==> config.mk <==
export PLATFORM = sky130hd
export DESIGN_NAME = cpid_cfg_regs
export DESIGN_NICKNAME = d
export VERILOG_FILES = /design/src/rtl/cpid_pkg.sv /design/src/rtl/cpid_cfg_regs.sv
export SDC_FILE = /design/constraint.sdc
export NUM_CORES = 1
export LEC_CHECK = 0
export ABC_AREA = 0
export BUFFER_PORTS_ARGS = -buffer_cell sky130_fd_sc_hd__buf_2
export CAP_MARGIN = 30
export CORE_ASPECT_RATIO = 0.7
export CORE_MARGIN = 4
export CORE_UTILIZATION = 40
export DETAILED_ROUTE_END_ITERATION = 16
export HOLD_SLACK_MARGIN = 0.1
export PLACE_DENSITY = 0.68
export SYNTH_ARGS = -nofsm -noshare
export SYNTH_HDL_FRONTEND = slang
export SYNTH_SLANG_ARGS = --single-unit
export TNS_END_PERCENT = 10
==> constraint.sdc <==
create_clock -name clk_i -period 1.69 [get_ports clk_i]
set_input_delay 0.338 -clock clk_i [delete_from_list [all_inputs] [get_ports clk_i]]
set_output_delay 0.338 -clock clk_i [all_outputs]
set_load 0.02 [all_outputs]
==> src/rtl/cpid_pkg.sv <==
// shared types, sizes and helpers for the clamped pid controller
// no dependencies; every other file uses this package
package cpid_pkg;

  localparam int DataW   = 32;
  localparam int FracW   = 16;
  localparam int LimW    = DataW - 1;
  localparam int ErrW    = DataW + 1;
  localparam int ProdW   = DataW + ErrW;
  localparam int WideW   = ProdW - FracW + 1;
  localparam int CfgIdxW = 3;

  typedef enum logic [CfgIdxW-1:0] {
    CFG_GAIN_P      = 3'd0,
    CFG_GAIN_I      = 3'd1,
    CFG_GAIN_D      = 3'd2,
    CFG_LIMIT_P     = 3'd3,
    CFG_LIMIT_I     = 3'd4,
    CFG_LIMIT_D     = 3'd5,
    CFG_LIMIT_OUT   = 3'd6,
    CFG_LIMIT_ACCUM = 3'd7
  } cfg_idx_e;

  typedef struct packed {
    logic signed [DataW-1:0] gain_p;
    logic signed [DataW-1:0] gain_i;
    logic signed [DataW-1:0] gain_d;
    logic [LimW-1:0]         limit_p;
    logic [LimW-1:0]         limit_i;
    logic [LimW-1:0]         limit_d;
    logic [LimW-1:0]         limit_out;
    logic [LimW-1:0]         limit_accum;
  } cfg_t;

  // error, measurement change and updated accumulator of one word
  typedef struct packed {
    logic signed [ErrW-1:0]  err;
    logic signed [ErrW-1:0]  diff;
    logic signed [DataW-1:0] accum;
  } sig_t;

  // full-precision gain products
  typedef struct packed {
    logic signed [ProdW-1:0] p;
    logic signed [ProdW-1:0] i;
    logic signed [ProdW-1:0] d;
  } prod_t;

  // symmetric saturation to +-lim
  function automatic logic signed [DataW-1:0] clamp_sym(input logic signed [WideW-1:0] x,
                                                        input logic [LimW-1:0] lim);
    logic signed [WideW-1:0] hi;
    logic signed [WideW-1:0] lo;
    logic signed [DataW-1:0] r;
    hi = $signed({{(WideW-LimW){1'b0}}, lim});
    lo = -hi;
    if (x > hi) begin
      r = hi[DataW-1:0];
    end else if (x < lo) begin
      r = lo[DataW-1:0];
    end else begin
      r = x[DataW-1:0];
    end
    return r;
  endfunction

endpackage

==> src/rtl/cpid_cfg_regs.sv <==
// gain and limit register file, written through a plain write port
// depends on cpid_pkg
module cpid_cfg_regs (
  input  logic                            clk_i,
  input  logic                            rst_ni,
  input  logic                            cfg_we_i,
  input  logic [cpid_pkg::CfgIdxW-1:0]    cfg_idx_i,
  input  logic [cpid_pkg::DataW-1:0]      cfg_data_i,
  output cpid_pkg::cfg_t                  cfg_o
);
  import cpid_pkg::*;

  cfg_t cfg_q;
  cfg_t cfg_d;

  always_comb begin
    cfg_d = cfg_q;
    if (cfg_we_i) begin
      case (cfg_idx_e'(cfg_idx_i))
        CFG_GAIN_P:      cfg_d.gain_p      = $signed(cfg_data_i);
        CFG_GAIN_I:      cfg_d.gain_i      = $signed(cfg_data_i);
        CFG_GAIN_D:      cfg_d.gain_d      = $signed(cfg_data_i);
        CFG_LIMIT_P:     cfg_d.limit_p     = cfg_data_i[LimW-1:0];
        CFG_LIMIT_I:     cfg_d.limit_i     = cfg_data_i[LimW-1:0];
        CFG_LIMIT_D:     cfg_d.limit_d     = cfg_data_i[LimW-1:0];
        CFG_LIMIT_OUT:   cfg_d.limit_out   = cfg_data_i[LimW-1:0];
        CFG_LIMIT_ACCUM: cfg_d.limit_accum = cfg_data_i[LimW-1:0];
        default:         cfg_d = cfg_q;
      endcase
    end
  end

  always_ff @(posedge clk_i or negedge rst_ni) begin
    if (!rst_ni) begin
      cfg_q <= '0;
    end else begin
      cfg_q <= cfg_d;
    end
  end

  assign cfg_o = cfg_q;

endmodule

# == Word level (Yosys, flattened, before mapping) ==
# Index checks and enable logic that the tools add are counted.
# totals
regBits,251
word_cells,24
in_bits,38
output_inout_bits,251
# op_classes
n_reduce_logical,9
eq_ne,7
# ops
op,count
2-bit AND reduction,8
"3-bit equality test, second input constant",4
"3-bit by 2-bit equality test with 1-bit output, second input constant",2
"3-bit by 1-bit equality test with 1-bit output, second input constant",1
3-bit zero test,1

# == Depth between registers and ports, before layout ==
# Gate-level depths: netlist of the first run.
# logic_depth
depth_word,2
mapped_depth,5
depth_no_buf,2

# == Worst setup path before layout of the first run ==
# OpenSTA, ideal clock, no wires.
# synth_timing
kind,input-to-reg
startpoint,input cfg_idx_i[0] (netlist bit)
endpoint,register cfg_q (netlist bit cfg_o[236])
cell_stages,4
required_ps,1565
path_buffers,2
setup_time_ps,125
arrival_ps,1421
slack_ps,144
path_cell_list,clkbuf_2 -> nor4b_4 -> buf_6 -> mux2_2
# synth_via
elab_chain_len,2
# synth_rtl
item,line,source
start: declaration,cpid_cfg_regs.sv:7,"input logic [cpid_pkg::CfgIdxW-1:0] cfg_idx_i,"
3-bit zero test,cpid_cfg_regs.sv:19,case (cfg_idx_e'(cfg_idx_i))
2-bit AND reduction (no source line),-,
end signal: assignment,cpid_cfg_regs.sv:37,cfg_q <= cfg_d;
end: declaration,cpid_cfg_regs.sv:13,cfg_t cfg_q;
# No other way between the ends.
# A chain may end at the register's enable or synchronous reset.

# == Worst setup path in the final report of the first run ==
# layout_timing
startpoint,register cfg_q (netlist bit cfg_o[237])
endpoint,output cfg_o[237] (netlist bit)
# layout_rtl
item,line,source
end: declaration,cpid_cfg_regs.sv:9,output cpid_pkg::cfg_t cfg_o
# No word-level cell between the ends.

==> impl_metrics.ini, run 1 <==
[min_path]
worstHoldStart = cfg_data_i[21]
worstHoldPathType = primary input to flip-flop
worst_hold_path.endpoint = cfg_o[240]
min_delay_path_depth = 2

[cts]
cts_tree = done
clock_tree.buffer_depth = 3
numClockSinks = 251
insertion_delay_ps = 500
cts-root-buf = sky130_fd_sc_hd__clkbuf_16
cts.reportedPaths.clkPinSlew_ps = 60
numCtsBuffers = 25
cts_htree_levels = 1

[drt]
first_iter_violations = 172
wire_per_inst_um = 21.12
detail_route.wirelength.met1_um = 10950
avgViaCountPerCell = 4.898
met2_wirelength_um = 11360
drt.antenna.violating_nets = 0
highest_layer = met4
drc = 0
wl_met3_um = 2214
num_vias = 5799
total_routed_length_um = 25000
detailedRoute.firstPassIterationCount = 4

[power]
total_power_density_per_cell_area_mw_per_mm2 = 1531
p_leak_uw = 0.005908
power.ir.vdd_worst_mv = 0.7550

[timing]
final.period_utilization = 0.8389
final.min_clock_period_ps = 1418
final.setup_skew_ps = 0
fin_ws_ps = 272.2
maxClockFrequency_mhz = 705.3
timing_max_transition_violations_final = 0
rsz0062_at_grt = false
worst_hold_slack_ps = 163.6
pin_slew_with_the_least_headroom_to_its_limit_ps = 375.3
slew_headroom = 0.7498
setup-violations-final = 0
finalHoldViolCount = 0

[critical_path]
r2r.worst_path.cells = 1
worst-setup-path-type = flip-flop to output pin
worst_r2r_endpoint = cfg_o[194]
data_arrival_at_the_endpoint_of_the_critical_path_ps = 1080
reg2reg_from = cfg_o[194]
crit_path_cell_trace = buf_2
crit_family = flip-flops
maximum_net_fanout_on_the_critical_path = 2
cp.buffers_inverters = 1
max_stage_delay_ps = 400
worst_path_max_delay_cell = sky130_fd_sc_hd__dfrtp_1
critPathCaptureType = output pin
timing.reg2reg.setup_slack_ps = 890
cp_data_required_time_ps = 1350
critPathLaunchType = flip-flop

[synthesis]
yosys_warnings = 0
syn_nets = 576
synthesis.area_mm2 = 0.009402
postSynthAreaPerCell_um2 = 17.47
post_synth_num_cell_types = 14
synthCells = 538
seq_area_frac_synth = 0.6681
yosys_register_bits = 251

[placement]
hpwl_um = 17630
numPortBuffers = 288
dpl-instance-area_mm2 = 0.01142
place.detailed.instances = 1137
gp_congestion = 0.7660
minimum_setup_slack_after_placement_ps = -8.234

[grt]
antenna_found_initial = 0
pin_count_of_the_biggest_net_entering_global_routing = 53
first_global_vias = 6262
globalRouteOverflowTotal = 0
grt_first_pass_wirelength_um = 38280
gr-usage-all-layers = 0.1894

[cells_and_area]
post_layout_instance_area_mm2 = 0.01231
syn_to_layout_area_delta_pct = 30.92
n_antenna_cell = 0
final-instance-count-excl-fill = 1184
largest_register_ffs = 251
final_net_count = 892
drive_gt1_frac = 0.6892

[floorplan]
core.rowCount = 46
die-area_mm2 = 0.02606
dieWidth_um = 191.2
design.core.area_mm2 = 0.02291
initial_utilization = 0.4104
ioPinCount = 289
die_h_um = 136.3

[status]
outcome = complete, no violations

[job]
drv_cap = 0
layout make-up:
cell class                 instances  area, um2
fill                            1977      10600
sequential                       251       6281
multi-input combinational        259       2944
timing repair buffer             317       1824
clock buffer                      37      720.7
tap                              312      390.4
clock inverter                     8      147.6
cells by family after synthesis:
group / share of synthesized area
multiplexers: 0.3018
buffers and inverters: 0.02036
flip-flops: 0.6681
AND/OR/NAND/NOR: 0.009715
metrics by stage:
step | TNS [ps] | util | power [uW]
finish | 0 | 0.5373 | 18840
global route | 0 | 0.5373 | 19710
CTS | 0 | 0.5373 | 19060
detailed placement | -8.234 | 0.4985 | 13170
global placement | 0 | 0.4985 | 13050
floorplan | 0 | - | 10970
cell usage in the layout, fill, tap and decap left out, types with 3 or more instances in the layout:
cell type and instances:
sky130_fd_sc_hd__buf_12 12, sky130_fd_sc_hd__buf_2 287, sky130_fd_sc_hd__buf_4 15, sky130_fd_sc_hd__bufinv_16 4, sky130_fd_sc_hd__clkbuf_1 7, sky130_fd_sc_hd__clkbuf_16 25
sky130_fd_sc_hd__clkbuf_8 5, sky130_fd_sc_hd__dfrtp_1 251, sky130_fd_sc_hd__mux2_1 7, sky130_fd_sc_hd__mux2_2 241, sky130_fd_sc_hd__mux2_4 3, sky130_fd_sc_hd__nand4b_1 3
synth_stat cells:
library cell	n	share of area
sky130_fd_sc_hd__nand4b_1	3	0.0028
sky130_fd_sc_hd__nand4_1	1	0.00067
sky130_fd_sc_hd__clkbuf_2	1	0.00053
sky130_fd_sc_hd__nor4b_4	1	0.0025
sky130_fd_sc_hd__mux2_4	3	0.0048
sky130_fd_sc_hd__mux2_2	241	0.29
sky130_fd_sc_hd__and4bb_1	1	0.0013
sky130_fd_sc_hd__buf_6	7	0.0084
sky130_fd_sc_hd__buf_2	17	0.0090
sky130_fd_sc_hd__and4bb_2	1	0.0013
sky130_fd_sc_hd__buf_4	3	0.0024
sky130_fd_sc_hd__nor4bb_1	1	0.0011
sky130_fd_sc_hd__mux2_1	7	0.0084
sky130_fd_sc_hd__dfrtp_1	251	0.67
worst max path at each step:
stage / slack, ps / to / depth (start not counted) / startpoint
2_1_floorplan: 140 / cfg_o[236] / 4 / cfg_idx_i[0]
3_3_place_gp: 20 / cfg_o[211] / 4 / cfg_idx_i[1]
3_5_place_dp: -8 / cfg_o[214] / 4 / cfg_idx_i[1]
4_1_cts: 250 / cfg_o[237] / 1 / cfg_o[237]
5_1_grt: 230 / cfg_o[135] / 1 / cfg_o[135]
6_report: 270 / cfg_o[237] / 1 / cfg_o[237]
power by group:
part	total, uW	internal, uW	switching (uW)	leakage [uW]
registers	8000	7340	660	0.00301
clock network	5820	3560	2260	0.000425
logic	5020	1970	3050	0.00247
layer usage:
metal	GRT usage	vias up
met2	0.2991	191
met1	0.2590	3011
li1	-	2564
met5	0	-
met3	0.06391	33
met4	0.03668	0
repair_timing:
| item | CTS | global route |
|---|---|---|
| hold endpoints to repair | 129 | 0 |
| buffers inserted | 0 | 0 |
| hold buffers | 2 | 0 |
| resized for setup | 0 | 0 |
No activity file was read; power rests on OpenSTA's default activity.
==> inputs of run 2 (changes only) <==
ABC_AREA = 1   (was 0)
PLACE_DENSITY = 0.7   (was 0.68)
clock period = 1.2 ns   (was 1.69 ns; I/O delays follow)
==> impl_metrics.ini, run 2 <==
[status]
outcome = finished, violations left
violations = setup timing

[job]
drv_cap = 0

[critical_path]
cp.buffers_inverters = 1
crit_family = flip-flops
maximum_net_fanout_on_the_critical_path = 2
worst_path_max_delay_cell = sky130_fd_sc_hd__dfrtp_1
critPathCaptureType = output pin
max_stage_delay_ps = 420
crit_path_cell_trace = buf_6
worst-setup-path-type = flip-flop to output pin
critPathLaunchType = flip-flop
cp_data_required_time_ps = 960
timing.reg2reg.setup_slack_ps = 420
r2r.worst_path.cells = 3
data_arrival_at_the_endpoint_of_the_critical_path_ps = 1090
levels_on_crit_path = 1

[power]
clock_power_share = 0.318
netSwitchingFraction = 0.3276
combPwrFrac = 0.274
power.net_switching_uw = 8979
internal-power_uw = 18430
seq_power_share = 0.408
power.ir.vdd_worst_mv = 1.510
total_power_density_per_cell_area_mw_per_mm2 = 1947
p_leak_uw = 0.007830

[floorplan]
dieWidth_um = 195.0
die_h_um = 138.9
initial_utilization = 0.4101
ioPinCount = 289
design.core.area_mm2 = 0.02388
die-area_mm2 = 0.02708
core.rowCount = 47

[cts]
numClockSinks = 251
cts-root-buf = sky130_fd_sc_hd__clkbuf_16
cts_tree = done
numCtsBuffers = 25
insertion_delay_ps = 520
cts_htree_levels = 1
clock_tree.buffer_depth = 3
cts.reportedPaths.clkPinSlew_ps = 70

[placement]
dpl-instance-area_mm2 = 0.01183
numPortBuffers = 288
hpwl_um = 22410
gp_congestion = 0.7975

[cells_and_area]
fill_cells = 2025
layout.cells.most_common = sky130_fd_sc_hd__nand2_1
highest_count_cells_in_the_layout_ignoring_fill_and_taps = sky130_fd_sc_hd__nand2_1 (639), sky130_fd_sc_hd__dfrtp_1 (251), sky130_fd_sc_hd__buf_2 (158), sky130_fd_sc_hd__buf_6 (129), sky130_fd_sc_hd__nand3_1 (127)
syn_to_layout_area_delta_pct = 43.80
drive_gt1_frac = 0.2831
post_layout_instance_area_mm2 = 0.01408
final_net_count = 1492
largest_register_ffs = 251
multiInputGateArea_mm2 = 0.003114
seqCellArea_mm2 = 0.006281

[timing]
timing_max_transition_violations_final = 0
final.period_utilization = 1.110
rsz0062_at_grt = true
pin_slew_with_the_least_headroom_to_its_limit_ps = 331.5
post_route_setup_tns_ps = -26070
slew_headroom = 0.7790
finalHoldViolCount = 0
final.min_clock_period_ps = 1331
fin_ws_ps = -131.4
final.setup_skew_ps = 0
setup-violations-final = 251
maxClockFrequency_mhz = 751.1

[drt]
detailedRoute.firstPassIterationCount = 5
drt.antenna.violating_nets = 0
avgViaCountPerCell = 4.981
first_iter_violations = 732
num_vias = 8926
drc = 0
total_routed_length_um = 33610
wire_per_inst_um = 18.76

[grt]
first_global_vias = 8825
pin_count_of_the_biggest_net_entering_global_routing = 67
antenna_found_initial = 1
gr-usage-all-layers = 0.2384
grt_first_pass_wirelength_um = 51940
globalRouteOverflowTotal = 0

[synthesis]
yosys_warnings = 0
number_of_enable_flip_flop_cells_after_synthesis = 0
synth.most_common_cell = sky130_fd_sc_hd__nand2_1
synth_top_cells_by_count = sky130_fd_sc_hd__nand2_1 (639), sky130_fd_sc_hd__dfrtp_1 (251), sky130_fd_sc_hd__nand3_1 (127)
seq_area_frac_synth = 0.6415
ys.flop_type = sky130_fd_sc_hd__dfrtp_1
syn_nets = 1162
yosys_register_bits = 251
post_synth_num_cell_types = 12
yosys.area.top_type = sky130_fd_sc_hd__dfrtp_1
postSynthAreaPerCell_um2 = 8.711
synth_top_area_share = 0.6415
yosys-top-cells-area = sky130_fd_sc_hd__dfrtp_1 (64%), sky130_fd_sc_hd__nand2_1 (24%), sky130_fd_sc_hd__nand3_1 (6.5%)
async_flop_share = 1.000
synthCells = 1124
synthesis.area_mm2 = 0.009791

[min_path]
worstHoldPathType = primary input to async pin
## run 2: changes by cell type after synthesis, moves of 8 or more
cell	change
sky130_fd_sc_hd__clkbuf_2	+23
sky130_fd_sc_hd__nand3_1	+127
sky130_fd_sc_hd__clkbuf_1	+41
sky130_fd_sc_hd__buf_2	+8
sky130_fd_sc_hd__mux2_2	-241
sky130_fd_sc_hd__nand2_1	+639
## run 2: per-layer routing
metal,track usage,vias to the layer above,share of wire
met3,0.07382,49,0.11
met4,0.04627,0,0.019
met2,0.3610,420,0.44
met5,0,-,0
li1,-,4108,-
met1,0.3439,4349,0.43
## run 2: power groups by stage
| stage | sequential, uW | clock [uW] | combinational, uW |
|---|---|---|---|
| floorplan | 13000 | 0 | 1530 |
| global placement | 11100 | 0 | 6140 |
| detailed placement | 11100 | 0 | 6280 |
| CTS | 11100 | 8870 | 6990 |
| global route | 11400 | 9240 | 8070 |
| finish | 11200 | 8700 | 7510 |
## run 2: kinds of logic after synthesis
group	synth area share
DFF	0.6415
and+or+nand+nor	0.3142
buffers and inverters	0.04422
## run 2: repair_timing
item                                   4_1_cts  5_1_grt
hold buffers                                33        0
setup endpoints to repair                  251      251
gates resized for setup                    150      108
endpoints found under the hold margin      497        0
setup buffers                                9       16
## run 2: final timing paths
| check | startpoint | end |
|---|---|---|
| max | cfg_o[118] | cfg_o[118] |
| min | rst_ni | cfg_o[80] |
| max reg2reg | cfg_o[134] | cfg_o[134] |
| min reg2reg | cfg_o[8] | cfg_o[8] |
| max in group asynchronous | rst_ni | cfg_o[54] |
| min in group clk_i | cfg_we_i | cfg_o[125] |
## run 2: stage by stage
step	instances	utilization	setup slack (ps)	hold WS (ps)	total power, uW
finish	1792	0.5897	-131.4	183.2	27410
global route	1792	0.5897	-162.9	191.8	28670
CTS	1775	0.5704	-147.0	166.2	26940
detailed placement	1687	0.4955	-220.4	127.5	17340
global placement	1687	0.4955	-169.2	129.7	17200
floorplan	1124	-	160.5	-55.59	14530
## run 2: layout make-up
type / count / area share
diodes: 1 / 0.0001777
clock buffers: 28 / 0.04666
clock inverters: 18 / 0.01875
inverters: 6 / 0.001600
multi-input cells: 774 / 0.2212
flip-flops and latches: 251 / 0.4461
well taps: 318 / 0.02826
repair buffers: 396 / 0.2372
==> inputs of run 3 (changes only) <==
GPL_TIMING_DRIVEN = 0   (was not set)
REMOVE_ABC_BUFFERS = 1   (was not set)
==> impl_metrics.ini, run 3 (synthesis gave the netlist of run 2 again) <==
[placement]
numPortBuffers = 288
hpwl_um = 20710
dpl-instance-area_mm2 = 0.01163
gp_congestion = 0.7611
minimum_setup_slack_after_placement_ps = -1512

[cts]
cts.reportedPaths.clkPinSlew_ps = 60
insertion_delay_ps = 520
clock_tree.buffer_depth = 3
numCtsBuffers = 25
cts_tree = done
numClockSinks = 251
cts-root-buf = sky130_fd_sc_hd__clkbuf_16
cts_htree_levels = 1

[critical_path]
max_stage_delay_ps = 390
crit_path_cell_trace = buf_2
critPathLaunchType = flip-flop
worst_path_max_delay_cell = sky130_fd_sc_hd__dfrtp_1
worst-setup-path-type = flip-flop to output pin
crit_family = flip-flops
critPathCaptureType = output pin
cp_data_required_time_ps = 960
data_arrival_at_the_endpoint_of_the_critical_path_ps = 1080
maximum_net_fanout_on_the_critical_path = 2
cp.buffers_inverters = 1

[cells_and_area]
post_layout_instance_area_mm2 = 0.01388
layout.cells.most_common = sky130_fd_sc_hd__nand2_1
drive_gt1_frac = 0.2694
syn_to_layout_area_delta_pct = 41.73
final_net_count = 1458
n_antenna_cell = 0
finish.utilization = 0.5812
fill_cells = 2020
seqCellArea_mm2 = 0.006281
multiInputGateArea_mm2 = 0.003239
highest_count_cells_in_the_layout_ignoring_fill_and_taps = sky130_fd_sc_hd__nand2_1 (630), sky130_fd_sc_hd__dfrtp_1 (251), sky130_fd_sc_hd__buf_2 (164), sky130_fd_sc_hd__nand3_1 (127), sky130_fd_sc_hd__buf_6 (123)
largest_register_ffs = 251

[status]
violations = setup timing
outcome = finished, violations left

[timing]
timing_max_transition_violations_final = 0
post_route_setup_tns_ps = -22390
rsz0062_at_grt = true
setup-violations-final = 255
slew_headroom = 0.3090
finalHoldViolCount = 0
fin_ws_ps = -116.2
pin_slew_with_the_least_headroom_to_its_limit_ps = 1035
final.period_utilization = 1.097
maxClockFrequency_mhz = 759.8
final.min_clock_period_ps = 1316
final.setup_skew_ps = 0

[grt]
grt_first_pass_wirelength_um = 52650
pin_count_of_the_biggest_net_entering_global_routing = 120
first_global_vias = 8767
globalRouteOverflowTotal = 0
gr-usage-all-layers = 0.2444
antenna_found_initial = 0

[power]
p_leak_uw = 0.007699
internal-power_uw = 17640
power.ir.vdd_worst_mv = 1.213
seq_power_share = 0.422
power.net_switching_uw = 8792
clock_power_share = 0.297
combPwrFrac = 0.281
total_power_density_per_cell_area_mw_per_mm2 = 1905
netSwitchingFraction = 0.3326

[drt]
first_iter_violations = 721
total_routed_length_um = 34850
drt.antenna.violating_nets = 0
avgViaCountPerCell = 5.139
wire_per_inst_um = 19.90
drc = 0
detailedRoute.firstPassIterationCount = 5
num_vias = 8998

[min_path]
worstHoldPathType = primary input to async pin

[floorplan]
die-area_mm2 = 0.02708
ioPinCount = 289
dieWidth_um = 195.0
design.core.area_mm2 = 0.02388
initial_utilization = 0.4101
die_h_um = 138.9
core.rowCount = 47

[job]
drv_cap = 0
-- run 3: cell count changes in the layout (fill, tap and decap cells not counted), sizes merged --
cell      delta
clkinvlp     -4
diode        -1
nor2         +2
clkinv       -1
buf         -37
inv          -1
bufinv       -3
clkbuf       +4
-- run 3: final timing paths --
check                              to  slack, ps        from  depth (start not counted)
setup / recovery            cfg_o[62]       -120   cfg_o[62]                          1
hold / removal             cfg_o[135]        200      rst_ni                          2
setup reg to reg           cfg_o[134]        410  cfg_o[134]                          3
hold reg to reg            cfg_o[176]        470  cfg_o[176]                          2
max in group asynchronous  cfg_o[194]        140      rst_ni                          3
min in group clk_i         cfg_o[127]        310    cfg_we_i                          5
-- run 3: power by group through the flow --
| stage | clock, uW | combinational, uW | sequential, uW |
|---|---|---|---|
| 3_5_place_dp | 0 | 6200 | 11000 |
| 3_3_place_gp | 0 | 5950 | 11000 |
| 2_1_floorplan | 0 | 1370 | 13000 |
| 6_report | 7840 | 7430 | 11200 |
| 4_1_cts | 7960 | 6800 | 11000 |
| 5_1_grt | 8340 | 7960 | 11300 |
-- run 3: layout make-up --
type,count,share of cell area
Clock buffer,32,0.05131
Clock inverter,8,0.006943
Timing Repair inverter,1,0.0006312
Tap cell,318,0.02867
Multi-Input combinational cell,776,0.2335
Inverter,6,0.003517
Sequential cell,251,0.4527
Timing Repair Buffer,359,0.2228
-- run 3: what timing repair did --
action,CTS,global route
resized for setup,134,134
gates cloned,3,0
hold buffers,33,0
setup endpoints to repair,502,374
buffers inserted,8,17
hold endpoints to repair,498,0
pin swaps,4,2
-- run 3: stage by stage --
stage / hold slack, ps / total power (uW) / cells
floorplan: -55.59 / 14360 / 1031
global placement: 448.5 / 16960 / 1637
detailed placement: 113.2 / 17230 / 1650
CTS: 164.8 / 25780 / 1734
global route: 194.5 / 27620 / 1751
finish: 195.7 / 26430 / 1751
-- run 3: routing by layer --
layer	up-vias	share of wire	track usage
met3	50	0.12	0.06824
met5	-	0	0
li1	4035	-	-
met1	4434	0.42	0.3588
met2	479	0.44	0.3664
met4	0	0.018	0.05141
