<file path="src/rtl/cpid_pkg.sv">
// shared types, sizes and helpers for the clamped pid controller
// no dependencies; every other file uses this package
package cpid_pkg;

  localparam int DataW   = 32;
  localparam int FracW   = 16;
  localparam int LimW    = DataW - 1;
  localparam int ErrW    = DataW + 1;
  localparam int ProdW   = DataW + ErrW;
  localparam int WideW   = ProdW - FracW + 1;
  localparam int CfgIdxW = 3;

  typedef enum logic [CfgIdxW-1:0] {
    CFG_GAIN_P      = 3'd0,
    CFG_GAIN_I      = 3'd1,
    CFG_GAIN_D      = 3'd2,
    CFG_LIMIT_P     = 3'd3,
    CFG_LIMIT_I     = 3'd4,
    CFG_LIMIT_D     = 3'd5,
    CFG_LIMIT_OUT   = 3'd6,
    CFG_LIMIT_ACCUM = 3'd7
  } cfg_idx_e;

  typedef struct packed {
    logic signed [DataW-1:0] gain_p;
    logic signed [DataW-1:0] gain_i;
    logic signed [DataW-1:0] gain_d;
    logic [LimW-1:0]         limit_p;
    logic [LimW-1:0]         limit_i;
    logic [LimW-1:0]         limit_d;
    logic [LimW-1:0]         limit_out;
    logic [LimW-1:0]         limit_accum;
  } cfg_t;

  // error, measurement change and updated accumulator of one word
  typedef struct packed {
    logic signed [ErrW-1:0]  err;
    logic signed [ErrW-1:0]  diff;
    logic signed [DataW-1:0] accum;
  } sig_t;

  // full-precision gain products
  typedef struct packed {
    logic signed [ProdW-1:0] p;
    logic signed [ProdW-1:0] i;
    logic signed [ProdW-1:0] d;
  } prod_t;

  // symmetric saturation to +-lim
  function automatic logic signed [DataW-1:0] clamp_sym(input logic signed [WideW-1:0] x,
                                                        input logic [LimW-1:0] lim);
    logic signed [WideW-1:0] hi;
    logic signed [WideW-1:0] lo;
    logic signed [DataW-1:0] r;
    hi = $signed({{(WideW-LimW){1'b0}}, lim});
    lo = -hi;
    if (x > hi) begin
      r = hi[DataW-1:0];
    end else if (x < lo) begin
      r = lo[DataW-1:0];
    end else begin
      r = x[DataW-1:0];
    end
    return r;
  endfunction

endpackage

</file>
<file path="src/rtl/cpid_if.sv">
// valid/ready channel interfaces for the clamped pid controller
// depends on cpid_pkg for the field widths
interface cpid_in_if;
  logic                             valid;
  logic                             ready;
  logic signed [cpid_pkg::DataW-1:0] setpoint;
  logic signed [cpid_pkg::DataW-1:0] measured;

  modport source (output valid, output setpoint, output measured, input ready);
  modport sink   (input valid, input setpoint, input measured, output ready);
endinterface


</file>
<file path="src/rtl/cpid_front.sv">
// input register, error/derivative forming and the integral state
// depends on cpid_pkg and cpid_in_if
module cpid_front (
  input  logic           clk_i,
  input  logic           rst_ni,
  cpid_in_if.sink        in_i,
  input  cpid_pkg::cfg_t cfg_i,
  output logic           s1_valid_o,
  input  logic           s1_ready_i,
  output cpid_pkg::sig_t s1_o
);
  import cpid_pkg::*;

  logic                    s0_v_q;
  logic                    s1_v_q;
  logic signed [DataW-1:0] sp_q;
  logic signed [DataW-1:0] ms_q;
  logic signed [DataW-1:0] accum_q;
  logic signed [DataW-1:0] accum_d;
  logic signed [DataW-1:0] prev_sp_q;
  logic signed [DataW-1:0] prev_ms_q;
  sig_t                    s1_q;
  sig_t                    s1_d;
  logic signed [WideW-1:0] sum_w;
  logic                    s0_ready;
  logic                    s1_ready;
  logic                    s0_adv;

  assign s1_ready   = !s1_v_q || s1_ready_i;
  assign s0_ready   = !s0_v_q || s1_ready;
  assign s0_adv     = s0_v_q && s1_ready;
  assign in_i.ready = s0_ready;

  always_comb begin
    s1_d.err  = ErrW'(sp_q) - ErrW'(ms_q);
    s1_d.diff = ErrW'(ms_q) - ErrW'(prev_ms_q);
    sum_w     = WideW'(accum_q) + WideW'(s1_d.err);
    // a new setpoint restarts the integral
    if (sp_q != prev_sp_q) begin
      accum_d = '0;
    end else begin
      accum_d = clamp_sym(sum_w, cfg_i.limit_accum);
    end
    s1_d.accum = accum_d;
  end

  always_ff @(posedge clk_i or negedge rst_ni) begin
    if (!rst_ni) begin
      s0_v_q <= 1'b0;
      s1_v_q <= 1'b0;
    end else begin
      if (s0_ready) begin
        s0_v_q <= in_i.valid;
      end
      if (s1_ready) begin
        s1_v_q <= s0_v_q;
      end
    end
  end

  always_ff @(posedge clk_i) begin
    if (in_i.valid && s0_ready) begin
      sp_q <= in_i.setpoint;
      ms_q <= in_i.measured;
    end
    if (s0_adv) begin
      s1_q <= s1_d;
    end
  end

  // controller state moves exactly once per word
  always_ff @(posedge clk_i or negedge rst_ni) begin
    if (!rst_ni) begin
      accum_q   <= '0;
      prev_sp_q <= '0;
      prev_ms_q <= '0;
    end else if (s0_adv) begin
      accum_q   <= accum_d;
      prev_sp_q <= sp_q;
      prev_ms_q <= ms_q;
    end
  end

  assign s1_valid_o = s1_v_q;
  assign s1_o       = s1_q;

  a_setpoint_change_clears: assert property (@(posedge clk_i) disable iff (!rst_ni)
    s0_adv && (sp_q != prev_sp_q) |=> (accum_q == '0) && (s1_q.accum == '0))
    else $error("integral not cleared on setpoint change");

  a_prev_tracks: assert property (@(posedge clk_i) disable iff (!rst_ni)
    s0_adv |=> (prev_ms_q == $past(ms_q)) && (prev_sp_q == $past(sp_q)))
    else $error("previous sample not captured");

  a_s0_holds: assert property (@(posedge clk_i) disable iff (!rst_ni)
    s0_v_q && !s1_ready |=> s0_v_q && $stable(sp_q) && $stable(ms_q))
    else $error("input stage lost a word under stall");

endmodule

</file>
<file path="src/flat_wrapper.sv">
// flat-port wrapper written by rule: the top's interface ports become plain ports
module cpid_front_flat import cpid_pkg::*;
  (clk_i, rst_ni, cfg_i, s1_valid_o, s1_ready_i, s1_o, in_i_valid, in_i_setpoint, in_i_measured, in_i_ready);
  cpid_in_if in_i_i ();
  input  logic clk_i;
  input  logic rst_ni;
  input  cpid_pkg::cfg_t cfg_i;
  output logic s1_valid_o;
  input  logic s1_ready_i;
  output cpid_pkg::sig_t s1_o;
  input wire logic [$bits(in_i_i.valid)-1:0] in_i_valid;
  input wire logic [$bits(in_i_i.setpoint)-1:0] in_i_setpoint;
  input wire logic [$bits(in_i_i.measured)-1:0] in_i_measured;
  output wire logic [$bits(in_i_i.ready)-1:0] in_i_ready;
  assign in_i_i.valid = in_i_valid;
  assign in_i_i.setpoint = in_i_setpoint;
  assign in_i_i.measured = in_i_measured;
  assign in_i_ready = in_i_i.ready;
  cpid_front u_core (.clk_i(clk_i), .rst_ni(rst_ni), .in_i(in_i_i), .cfg_i(cfg_i), .s1_valid_o(s1_valid_o), .s1_ready_i(s1_ready_i), .s1_o(s1_o));
endmodule
</file>
<file path="config.mk">
export PLATFORM = sky130hd
export DESIGN_NAME = cpid_front_flat
export DESIGN_NICKNAME = d
export VERILOG_FILES = /design/src/rtl/cpid_pkg.sv /design/src/rtl/cpid_if.sv /design/src/rtl/cpid_front.sv /design/src/flat_wrapper.sv
export SDC_FILE = /design/constraint.sdc
export NUM_CORES = 1
export LEC_CHECK = 0
export BUFFER_PORTS_ARGS = -buffer_cell sky130_fd_sc_hd__clkbuf_2
export CAP_MARGIN = 20
export CORE_MARGIN = 2
export CORE_UTILIZATION = 40
export DETAILED_ROUTE_END_ITERATION = 8
export GPL_ROUTABILITY_DRIVEN = 0
export SKIP_LAST_GASP = 1
export SYNTH_ARGS = -nofsm -noshare
export SYNTH_HDL_FRONTEND = slang
export SYNTH_SLANG_ARGS = --single-unit
</file>
<file path="constraint.sdc">
create_clock -name clk_i -period 21.4 [get_ports clk_i]
set_input_delay 2.14 -clock clk_i [delete_from_list [all_inputs] [get_ports clk_i]]
set_output_delay 2.14 -clock clk_i [all_outputs]
set_load 0.1 [all_outputs]
</file>
Yosys cells after proc, flatten, opt, wreduce, memory -nomap -nowiden
Index checks and enable logic that the tools add are counted.
{"block": "totals", "ff_bits": 260, "output_inout_bits": 100, "wordCells": 26}
{"block": "classes", "n_addsub": 4, "order_cmp": 2, "n_eq_ne": 1, "n_mux": 3, "reduce_logical": 6}
{"op": "$mux 32", "count": 3}
{"op": "$sub 32x32->33", "count": 2}
{"op": "$gt 50x32->1", "count": 1}
{"op": "$lt 50x50->1", "count": 1}
{"op": "$neg 31->50", "count": 1}
{"op": "$add 32x33->34", "count": 1}
{"op": "$ne 32x32->1", "count": 1}
{"op": "$logic_and 1x1->1", "count": 2}
{"op": "$logic_not 1->1", "count": 2}
{"op": "$logic_or 1x1->1", "count": 2}

Logic depth before layout (Yosys ltp)
Gate-level depths: netlist of the first run.
{"block": "logic_depth", "ltp_word": 6, "mapped_depth": 38, "mapped_depth_nobuf": 35}

Worst setup path before layout of the first run
OpenSTA, ideal clock, no wires.
{"block": "synth_path", "kind": "flip-flop to flip-flop", "from": "register u_core.sp_q[0]", "to": "register u_core.s1_q, in the netlist u_core.s1_o[3] (data pin)", "setup_ps": 147, "t_arrival_ps": 6995, "required_ps": 21253, "slack_ps": 14258, "path_stages_with_launch": 37, "path_buffers": 3, "period_less_slack_ps": 7142, "cell_sequence": "edfxtp_1 > inv_1 > ha_1 > inv_1 > fa_1 > a21o_1 > a21oi_1 > o21a_1 > o21ai_0 > a21oi_1 > o21ai_0 > a211o_1 > o211ai_1 > a21oi_1 > a21oi_1 > xnor2_1 > ha_1 > clkbuf_1 > nand2_1 > a2111o_1 > o221ai_1 > a32o_1 > inv_1 > ha_1 > a21o_1 > a21oi_1 > o21ai_0 > a221o_1 > a311oi_1 > o31ai_1 > a22oi_2 > o21a_1 > buf_6 > buf_2 > o21ai_0 > a21o_1 > a21oi_1"}
{"element": "from (decl)", "line": "cpid_front.sv:16", "source": "logic signed [DataW-1:0] sp_q;"}
{"element": "from (signal assigned)", "line": "cpid_front.sv:63", "source": "sp_q <= in_i.setpoint;"}
{"element": "to (signal assigned)", "line": "cpid_front.sv:67", "source": "s1_q <= s1_d;"}
{"element": "to (decl)", "line": "cpid_front.sv:22", "source": "sig_t s1_q;"}

==> results of run 1 <==
worst max path at each step:
stage,slack (ps),depth (start not counted),endpoint
after floorplan,14260,36,u_core.s1_o[3]
after global placement,12240,31,u_core.accum_q[31]
after detailed placement,12180,32,u_core.accum_q[31]
after CTS,12110,32,u_core.accum_q[31]
after global routing,11610,32,u_core.accum_q[31]
final,11920,32,u_core.accum_q[31]
synthesized netlist by cell type (all sizes together) (23+ instances only):
cell type,number,share of area [%]
dfrtp,98,14
edfxtp,162,28
nand4,26,1.0
and3,25,0.91
xnor2,115,5.9
nor2,83,1.9
a21o,51,2.2
inv,134,2.9
o21a,24,1.1
o21ai,115,3.4
ha,174,13
nor3,46,1.4
xor2,24,1.2
mux2,32,2.1
a31oi,23,0.84
nand2,121,2.6
a21oi,135,4.0
clkbuf,38,0.83
nand3,37,1.1
cells by family after synthesis:
family / share of synthesized area [%]
simple gates: 12.69
flops: 42.66
buf+inv: 4.282
xor+xnor: 7.098
compound gates: 18.13
mux: 2.101
fa+ha+maj: 13.04
metrics by stage:
stage          util, %  area [µm²]  worst slack, ps
6_report         47.04       19820            11920
5_1_grt          47.03       19820            11610
4_1_cts          47.02       19810            12110
3_5_place_dp     44.38       18700            12180
3_3_place_gp     44.38       18700            12240
2_1_floorplan        -       17150            14260
power by group through the flow:
stage	Sequential [mW]	Clock, mW	Combinational [mW]
global placement	0.648	0	0.698
floorplan	0.836	0	0.361
global route	0.644	0.609	0.775
CTS	0.639	0.590	0.714
finish	0.638	0.577	0.717
detailed placement	0.648	0	0.710
routing by layer:
metal / wire, µm / up-vias / track usage (%)
met5: 14 / - / 0
met4: 1740 / 2 / 7.601
met3: 3638 / 91 / 3.687
met2: 21510 / 498 / 34.12
met1: 22770 / 6544 / 31.25
li1: - / 6668 / -
final cells by class:
class,instances,area share [%]
diodes,3,0.03788
clock buffers,36,4.053
clock inverters,20,1.559
inverters,134,2.550
multi-input cells,1265,45.98
flip-flops and latches,260,36.92
well taps,539,3.403
repair buffers,211,5.505
worst max-delay path: cells and delay by family, from the launching register on:
family	cells	cell delay (ps)
AO/OA/AOI/OAI	15	4310
multiplexers	1	280
XOR/XNOR	2	650
flip-flops	1	410
adder cells (fa/ha/maj)	3	1090
buffers and inverters	2	590
AND/OR/NAND/NOR	9	2050
state kept, by name, indices dropped and copies added (netlist names):
name and cells:
u_core.sp_q 32, u_core.s0_v_q 1, u_core.prev_sp_q 32, u_core.s1_valid_o 1, u_core.ms_q 32, u_core.accum_q 32
u_core.prev_ms_q 32, u_core.s1_o 98
cells in the final DEF (no fill, tap or decap), types with 32 or more instances in the layout:
| master | Yosys | routed |
|---|---|---|
| xnor2_1 | 115 | 115 |
| edfxtp_1 | 162 | 162 |
| nor3_1 | 45 | 45 |
| a21oi_1 | 133 | 133 |
| a21o_1 | 51 | 51 |
| inv_1 | 130 | 129 |
| nor2_1 | 82 | 82 |
| nand3_1 | 37 | 37 |
| mux2_2 | 32 | 32 |
| clkbuf_2 | 0 | 197 |
| ha_1 | 174 | 174 |
| o21ai_0 | 106 | 106 |
| nand2_1 | 121 | 120 |
| dfrtp_1 | 98 | 98 |
==> flow_metrics.env, run 1 <==
export IMPL_setup_worst_path_start="u_core.ms_q[1]"
export IMPL_p_seq_share_pct=33.0
export IMPL_wl_mm=49.67
export IMPL_cp_common_cell="ha_1"
export IMPL_grt_first_pass_wirelength_mm=75.56
export IMPL_hpwl_mm=37.17
export IMPL_p_leak_nw=8.785
export IMPL_timing_hold_ws_ps=480.7
export IMPL_cts_hold_buf=0
export IMPL_multi_input_area_um2=9112
export IMPL_cts_tree="yes"
export IMPL_grt_ovfl_total=0
export IMPL_rows=75
export IMPL_power_total_mw=1.932
export IMPL_clockBufferDepth=3
export IMPL_dr_pass1_iters=8
export IMPL_initial_core_util_pct=40.71
export IMPL_clock_sinks=260
export IMPL_critPathLaunchType="register"
export IMPL_grt_total_usage_pct=22.05
export IMPL_clk_pin_slew_worst_paths_ps=60
export IMPL_cpMaxStageDelayCell="a2111oi_2"
export IMPL_hold_viol=0
export IMPL_grt_max_degree=75
export IMPL_ir_drop_mv=0.06495
export IMPL_fin_skew_ps=9.076
export IMPL_drv_slew=0
export IMPL_pwr_share_clk_pct=29.9
export IMPL_vias=13800
export IMPL_timing_rr_end="u_core.accum_q[31]"
export IMPL_antenna_left=0
export IMPL_ys_ff_latch=260
export IMPL_dieArea_um2=44550
export IMPL_end_kind="register"
export IMPL_fin_crit_ps=9481
export IMPL_syn_avg_cell_area_um2=10.03
export IMPL_synth_ff_type="edfxtp_1"
export IMPL_dieHeight_um=211.1
export IMPL_combPwrFrac_pct=37.1
export IMPL_synth_nets=2206
export IMPL_antenna_found_initial=4
export IMPL_holdPathEnd="u_core.prev_ms_q[20]"
export IMPL_p_int_mw=1.165
export IMPL_cap_violations=0
export IMPL_setup_viol=0
export IMPL_netlist_instances=1710
export IMPL_rsz0062_at_grt="false"
export IMPL_min_path_type="reg2reg"
export IMPL_vias_per_cell=5.593
export IMPL_drc=0
export IMPL_port_buffers=198
export IMPL_async_flop_share_pct=37.69
export IMPL_seq_area_um2=7317
export IMPL_core_area_um2=42130
export IMPL_synth_edff_count=162
export IMPL_grt_pass1_vias=13230
export IMPL_cts_resized=0
export IMPL_cts_setup_buffers=0
export IMPL_pin_count=419
export IMPL_hold_start="u_core.prev_ms_q[20]"
export IMPL_status="finished clean"
export IMPL_critPathMaxStageDelay_ps=680
export IMPL_tightest_slew_ps=1092
export IMPL_p_per_area_nw_per_um2=97.46
export IMPL_r2r_start="u_core.ms_q[1]"
export IMPL_cp_max_fo=30
export IMPL_timing_fmax_mhz=105.5
export IMPL_place_inst=2409
export IMPL_area_growth_pct=15.55
export IMPL_p_sw_mw=0.7666
export IMPL_stdcell_count=2468
export IMPL_clk_latency_ps=600
export IMPL_fin_crit_sh_pct=44.30
export IMPL_maxSlewHeadroom_pct=25.31
export IMPL_cp_required_ps=21930
export IMPL_worstPathArrival_ps=10010
export IMPL_seq_area_frac_synth_pct=42.66
export IMPL_tns_ps=0
export IMPL_n_fill_cell=3885
export IMPL_nNetsFinal=2398
export IMPL_cts_max_level=1
export IMPL_yosysWarnings=0
export IMPL_netSwitchingFraction_pct=39.69
export IMPL_syn_area_um2=17150
export IMPL_r2r_setup_slack_ps=11920
export IMPL_die_w_um=211.1
export IMPL_layout_drive_gt1_share_pct=17.03
export IMPL_hold_depth=2
export IMPL_r2r_cells=32
export IMPL_ctsRootBufferMaster="clkbuf_16"
export IMPL_synth_cell_types=75
export IMPL_drt_iter0_markers=1136
export IMPL_wl_per_cell_um=20.13
export IMPL_cts_buffers=30
export IMPL_worstSetupPathType="reg2reg"
(Power assumes the default switching activity.)
==> run 2: changes to the inputs <==
--- a/config.mk
+++ b/config.mk
@@ -11,6 +11,7 @@
 export CORE_UTILIZATION = 40
 export DETAILED_ROUTE_END_ITERATION = 8
 export GPL_ROUTABILITY_DRIVEN = 0
+export PLACE_DENSITY = 0.65
 export SKIP_LAST_GASP = 1
 export SYNTH_ARGS = -nofsm -noshare
 export SYNTH_HDL_FRONTEND = slang
==> constraint.sdc (replaced) <==
create_clock -name clk_i -period 8.7 [get_ports clk_i]
set_input_delay 0.87 -clock clk_i [delete_from_list [all_inputs] [get_ports clk_i]]
set_output_delay 0.87 -clock clk_i [all_outputs]
set_load 0.1 [all_outputs]
==> run 2 against run 1 <==
Against the previous run:
- sequential power increased by 150%
- hold slack lost 270 ps
- register-to-register slack lost 11000 ps
- die area did not move
- final cell count rose by 1.3%
==> flow_metrics.env, run 2 (synthesis gave the netlist of run 1 again) <==
export IMPL_min_path_type="in2async"
export IMPL_grt_ovfl_total=0
export IMPL_port_buffers=198
export IMPL_clockBufferDepth=3
export IMPL_layout_drive_gt1_share_pct=19.18
export IMPL_dr_pass1_iters=5
export IMPL_clk_latency_ps=590
export IMPL_critPathLaunchType="register"
export IMPL_rows=75
export IMPL_place_inst=2440
export IMPL_drv_slew=0
export IMPL_tns_ps=0
export IMPL_rsz0062_at_grt="false"
export IMPL_place_ws_ps=199.7
export IMPL_vias_per_cell=5.647
export IMPL_stdcell_count=2500
export IMPL_timing_fmax_mhz=121.2
export IMPL_nNetsFinal=2432
export IMPL_grt_first_pass_wirelength_mm=75.49
export IMPL_antenna_left=0
export IMPL_drc=0
export IMPL_antenna_found_initial=2
export IMPL_cp_top_family="compound AO/OA/AOI/OAI gates"
export IMPL_fin_crit_ps=8254
export IMPL_hold_viol=0
export IMPL_worstSetupPathType="reg2reg"
export IMPL_worst_path_stages=33
export IMPL_clock_sinks=260
export IMPL_critPathMaxStageDelay_ps=610
export IMPL_largest_reg_flops=98
export IMPL_area_growth_pct=17.27
export IMPL_maxSlewHeadroom_pct=29.24
export IMPL_vias=14120
export IMPL_grt_total_usage_pct=21.84
export IMPL_fin_skew_ps=14.63
export IMPL_initial_core_util_pct=40.71
export IMPL_ctsRootBufferMaster="clkbuf_16"
export IMPL_fin_crit_sh_pct=94.87
export IMPL_final_common_cell="clkbuf_2"
export IMPL_tightest_slew_ps=1059
export IMPL_timing_hold_ws_ps=215.5
export IMPL_cpMaxStageDelayCell="or4_1"
export IMPL_grt_max_degree=83
export IMPL_worstPathArrival_ps=8600
export IMPL_cp_max_fo=7
export IMPL_final_cell_mix="197 x clkbuf_2, 172 x ha_1, 162 x edfxtp_1, 133 x a21oi_1, 129 x inv_1"
export IMPL_hpwl_mm=37.32
export IMPL_end_kind="register"
export IMPL_cp_common_cell="a21oi_1"
export IMPL_cts_hold_buf=0
export IMPL_p_leak_nw=8.940
export IMPL_final_area_um2=20110
export IMPL_dieArea_um2=44550
export IMPL_drt_iter0_markers=1153
export IMPL_cts_buffers=31
export IMPL_cts_max_level=1
export IMPL_cap_violations=0
export IMPL_r2r_cells=33
export IMPL_worst_path_buf_inv=5
export IMPL_placed_area_um2=18950
export IMPL_n_fill_cell=3836
export IMPL_die_w_um=211.1
export IMPL_core_area_um2=42130
export IMPL_p_per_area_nw_per_um2=234.3
export IMPL_wl_mm=49.80
export IMPL_finalWorstSetupSlack_ps=446.2
export IMPL_wl_per_cell_um=19.92
export IMPL_grt_pass1_vias=13550
export IMPL_clk_pin_slew_worst_paths_ps=60
export IMPL_setup_viol=0
export IMPL_status="finished clean"
export IMPL_pin_count=419
export IMPL_cp_required_ps=9040
export IMPL_cts_tree="yes"
export IMPL_dieHeight_um=211.1
export IMPL_ir_drop_mv=0.1534
run 2: layer usage:
| metal | wire (µm) | up-vias | GRT usage (%) |
|---|---|---|---|
| met1 | 23250 | 6713 | 31.34 |
| met2 | 21230 | 581 | 33.58 |
| li1 | - | 6731 | - |
| met4 | 1678 | 2 | 7.164 |
| met3 | 3632 | 91 | 3.524 |
| met5 | 13 | - | 0 |
run 2: repair_timing:
| action | 4_1_cts | 5_1_grt |
|---|---|---|
| endpoints found under the hold margin | 0 | 0 |
| setup buffers | 0 | 1 |
| setup endpoints to repair | 0 | 64 |
| resized for setup | 0 | 17 |
run 2: metrics by stage:
stage | power, mW | util [%]
after global placement | 3.349 | 44.97
after detailed placement | 3.386 | 44.97
final | 4.713 | 47.74
after global routing | 4.937 | 47.74
after CTS | 4.716 | 47.45
after floorplan | 2.944 | -
run 2: path summary, 6_finish.rpt:
check / start / end / slack, ps
setup / recovery: u_core.ms_q[1] / u_core.s1_o[15] / 450
hold / removal: rst_ni / u_core.accum_q[31] / 220
setup reg to reg: u_core.ms_q[1] / u_core.s1_o[15] / 450
hold reg to reg: u_core.prev_ms_q[3] / u_core.prev_ms_q[3] / 480
max in group asynchronous: rst_ni / u_core.accum_q[2] / 7440
min in group clk_i: in_i_measured[28] / u_core.ms_q[28] / 450
run 2: report_power, final:
group | total, mW | switching [mW] | internal, mW
logic | 1.83 | 1.28 | 0.549
registers | 1.57 | 0.0742 | 1.50
clock network | 1.31 | 0.535 | 0.775
run 2: worst register-to-register path, delay by kind of cell, from the launching register on:
family	cells	cell delay (ps)
DFF	1	410
adders and majority gates	3	1100
AOI/OAI and AO/OA	19	3850
xor gates and xnor gates	2	730
and+or+nand+nor	4	1210
buffers and inverters	5	740
run 2: final cells by class:
cell class              instances  area (µm²)  area share [%]
multi-input cells            1265        9200           45.74
flip-flops and latches        260        7317           36.38
repair buffers                244        1371           6.818
clock buffers                  42       887.1           4.410
well taps                     539       674.4           3.353
inverters                     134       505.5           2.513
clock inverters                15       156.4          0.7776
diodes                          1       2.502         0.01244
==> run 3: changes to the inputs <==
--- a/config.mk
+++ b/config.mk
@@ -7,11 +7,14 @@
 export LEC_CHECK = 0
 export BUFFER_PORTS_ARGS = -buffer_cell sky130_fd_sc_hd__clkbuf_2
 export CAP_MARGIN = 20
+export CELL_PAD_IN_SITES_DETAIL_PLACEMENT = 0
+export CELL_PAD_IN_SITES_GLOBAL_PLACEMENT = 2
 export CORE_MARGIN = 2
-export CORE_UTILIZATION = 40
+export CORE_UTILIZATION = 30
 export DETAILED_ROUTE_END_ITERATION = 8
 export GPL_ROUTABILITY_DRIVEN = 0
-export PLACE_DENSITY = 0.65
+export PLACE_DENSITY_LB_ADDON = 0.1
+export REMOVE_ABC_BUFFERS = 1
 export SKIP_LAST_GASP = 1
 export SYNTH_ARGS = -nofsm -noshare
 export SYNTH_HDL_FRONTEND = slang
==> run 3 against run 2 <==
Against the previous run:
- critical path depth increased by 4
- register-to-register slack better by 100 ps
- die area rose by 33%
- hold slack better by 190 ps
- flip-flop and latch count stayed put
- clock skew is 5.9 ps higher
- total power up 3.4%
- core utilization is 11 points lower
==> flow_metrics.env, run 3 (synthesis gave the netlist of run 1 again) <==
export IMPL_cts_hold_buf=0
export IMPL_drt_iter0_markers=629
export IMPL_ctsRootBufferMaster="clkbuf_16"
export IMPL_antenna_left=0
export IMPL_pwr_share_clk_pct=28.9
export IMPL_clk_latency_ps=550
export IMPL_grt_pass1_vias=13600
export IMPL_cts_buffers=35
export IMPL_cts_tree="yes"
export IMPL_stdcell_count=2761
export IMPL_hold_viol=0
export IMPL_nNetsFinal=2474
export IMPL_area_growth_pct=20.77
export IMPL_p_int_mw=2.926
export IMPL_setup_viol=0
export IMPL_utilization_pct=36.67
export IMPL_n_fill_cell=5682
export IMPL_cpMaxStageDelayCell="edfxtp_1"
export IMPL_grt_ovfl_total=0
export IMPL_grt_max_degree=84
export IMPL_fin_crit_sh_pct=93.67
export IMPL_placed_area_um2=19540
export IMPL_clockBufferDepth=3
export IMPL_min_path_type="in2async"
export IMPL_drv_slew=0
export IMPL_worstPathArrival_ps=8490
export IMPL_tns_ps=0
export IMPL_fin_skew_ps=20.56
export IMPL_antenna_found_initial=2
export IMPL_critPathLaunchType="register"
export IMPL_tightest_slew_ps=956.6
export IMPL_cp_common_cell="a21oi_1"
export IMPL_vias_per_cell=4.901
export IMPL_status="finished clean"
export IMPL_p_seq_share_pct=32.2
export IMPL_fin_crit_ps=8149
export IMPL_wl_mm=54.71
export IMPL_place_inst=2696
export IMPL_end_kind="register"
export IMPL_worstSetupPathType="reg2reg"
export IMPL_finalWorstSetupSlack_ps=550.6
export IMPL_p_per_area_nw_per_um2=235.3
export IMPL_grt_first_pass_wirelength_mm=82.54
export IMPL_place_ws_ps=449.2
export IMPL_ir_drop_mv=0.1341
export IMPL_hpwl_mm=42.70
export IMPL_clk_pin_slew_worst_paths_ps=60
export IMPL_cp_required_ps=9040
export IMPL_final_area_um2=20720
export IMPL_vias=13530
export IMPL_dieArea_um2=59100
export IMPL_combPwrFrac_pct=38.9
export IMPL_dieHeight_um=243.1
export IMPL_core_area_um2=56500
export IMPL_rows=87
export IMPL_clock_sinks=260
export IMPL_final_common_cell="clkbuf_2"
export IMPL_p_sw_mw=1.948
export IMPL_initial_core_util_pct=30.36
export IMPL_rsz0062_at_grt="false"
export IMPL_largest_reg_flops=98
export IMPL_die_w_um=243.1
export IMPL_cts_max_level=2
export IMPL_cap_violations=0
export IMPL_critPathMaxStageDelay_ps=410
export IMPL_p_leak_nw=9.170
export IMPL_port_buffers=198
export IMPL_pin_count=419
export IMPL_grt_total_usage_pct=18.29
export IMPL_cp_max_fo=26
export IMPL_maxSlewHeadroom_pct=36.23
export IMPL_dr_pass1_iters=4
export IMPL_drc=0
export IMPL_netSwitchingFraction_pct=39.96
export IMPL_timing_fmax_mhz=122.7
export IMPL_final_cell_mix="197 x clkbuf_2, 174 x ha_1, 162 x edfxtp_1, 131 x a21oi_1, 128 x inv_1"
export IMPL_wl_per_cell_um=19.82
export IMPL_layout_drive_gt1_share_pct=20.40
export IMPL_diodes=0
-- run 3: cell types whose count changed in the layout (fill, tap and decap cells not counted), sizes merged --
cell    delta
buf       +38
diode      -1
bufinv     -1
clkinv     +2
clkbuf     +6
-- run 3: final timing paths --
path | from | endpoint | slack (ps) | cells after the start
min in group clk_i | u_core.prev_ms_q[24] | u_core.prev_ms_q[24] | 480 | 2
worst min register to register | u_core.prev_ms_q[24] | u_core.prev_ms_q[24] | 480 | 2
worst min-delay path | rst_ni | u_core.s1_valid_o | 410 | 1
worst max register to register | u_core.sp_q[0] | u_core.s1_o[7] | 550 | 37
max in group asynchronous | rst_ni | u_core.prev_sp_q[17] | 7150 | 2
worst max-delay path | u_core.sp_q[0] | u_core.s1_o[7] | 550 | 37
-- run 3: per-layer routing --
metal  vias up  track usage, %  part of all wire, %
met5         -               0                0.024
met4         2           4.854                  2.2
met3        62           2.963                  4.1
met2       277           28.29                   43
met1      6348           26.38                   50
li1       6843               -                    -
-- run 3: power by group through the flow --
| stage | combinational, mW | clock, mW | sequential, mW |
|---|---|---|---|
| after floorplan | 0.871 | 0 | 2.06 |
| after global placement | 1.89 | 0 | 1.59 |
| after detailed placement | 1.90 | 0 | 1.59 |
| after CTS | 1.91 | 1.47 | 1.57 |
| after global routing | 2.07 | 1.52 | 1.58 |
| final | 1.90 | 1.41 | 1.57 |
-- run 3: layout make-up --
| cell class | instances | area, µm² | area share (%) |
|---|---|---|---|
| repair buffers | 282 | 1659 | 8.009 |
| inverters | 134 | 505.5 | 2.440 |
| clock inverters | 16 | 125.1 | 0.6040 |
| multi-input cells | 1265 | 9166 | 44.25 |
| well taps | 756 | 945.9 | 4.566 |
| flip-flops and latches | 260 | 7317 | 35.32 |
| clock buffers | 48 | 997.2 | 4.814 |
-- run 3: repair_timing --
| item | 4_1_cts | 5_1_grt |
|---|---|---|
| gates resized for setup | 0 | 12 |
| setup endpoints to repair | 0 | 22 |
| buffers inserted | 0 | 0 |
-- run 3: through the flow --
| stage | hold WS, ps | power [mW] |
|---|---|---|
| 6_report | 409.7 | 4.874 |
| 5_1_grt | 457.0 | 5.169 |
| 4_1_cts | 418.8 | 4.947 |
| 3_5_place_dp | 470.1 | 3.491 |
| 3_3_place_gp | 463.2 | 3.484 |
| 2_1_floorplan | 449.8 | 2.928 |
-- run 3: worst max-delay path: cells and delay by family, from the launching register on --
kind                     cells  cell delay [ps]
AND/OR/NAND/NOR              2              280
adder cells (fa/ha/maj)      4             1200
XOR/XNOR                     2              600
flip-flops                   1              410
buffers and inverters        6              810
AO/OA/AOI/OAI               23             4630
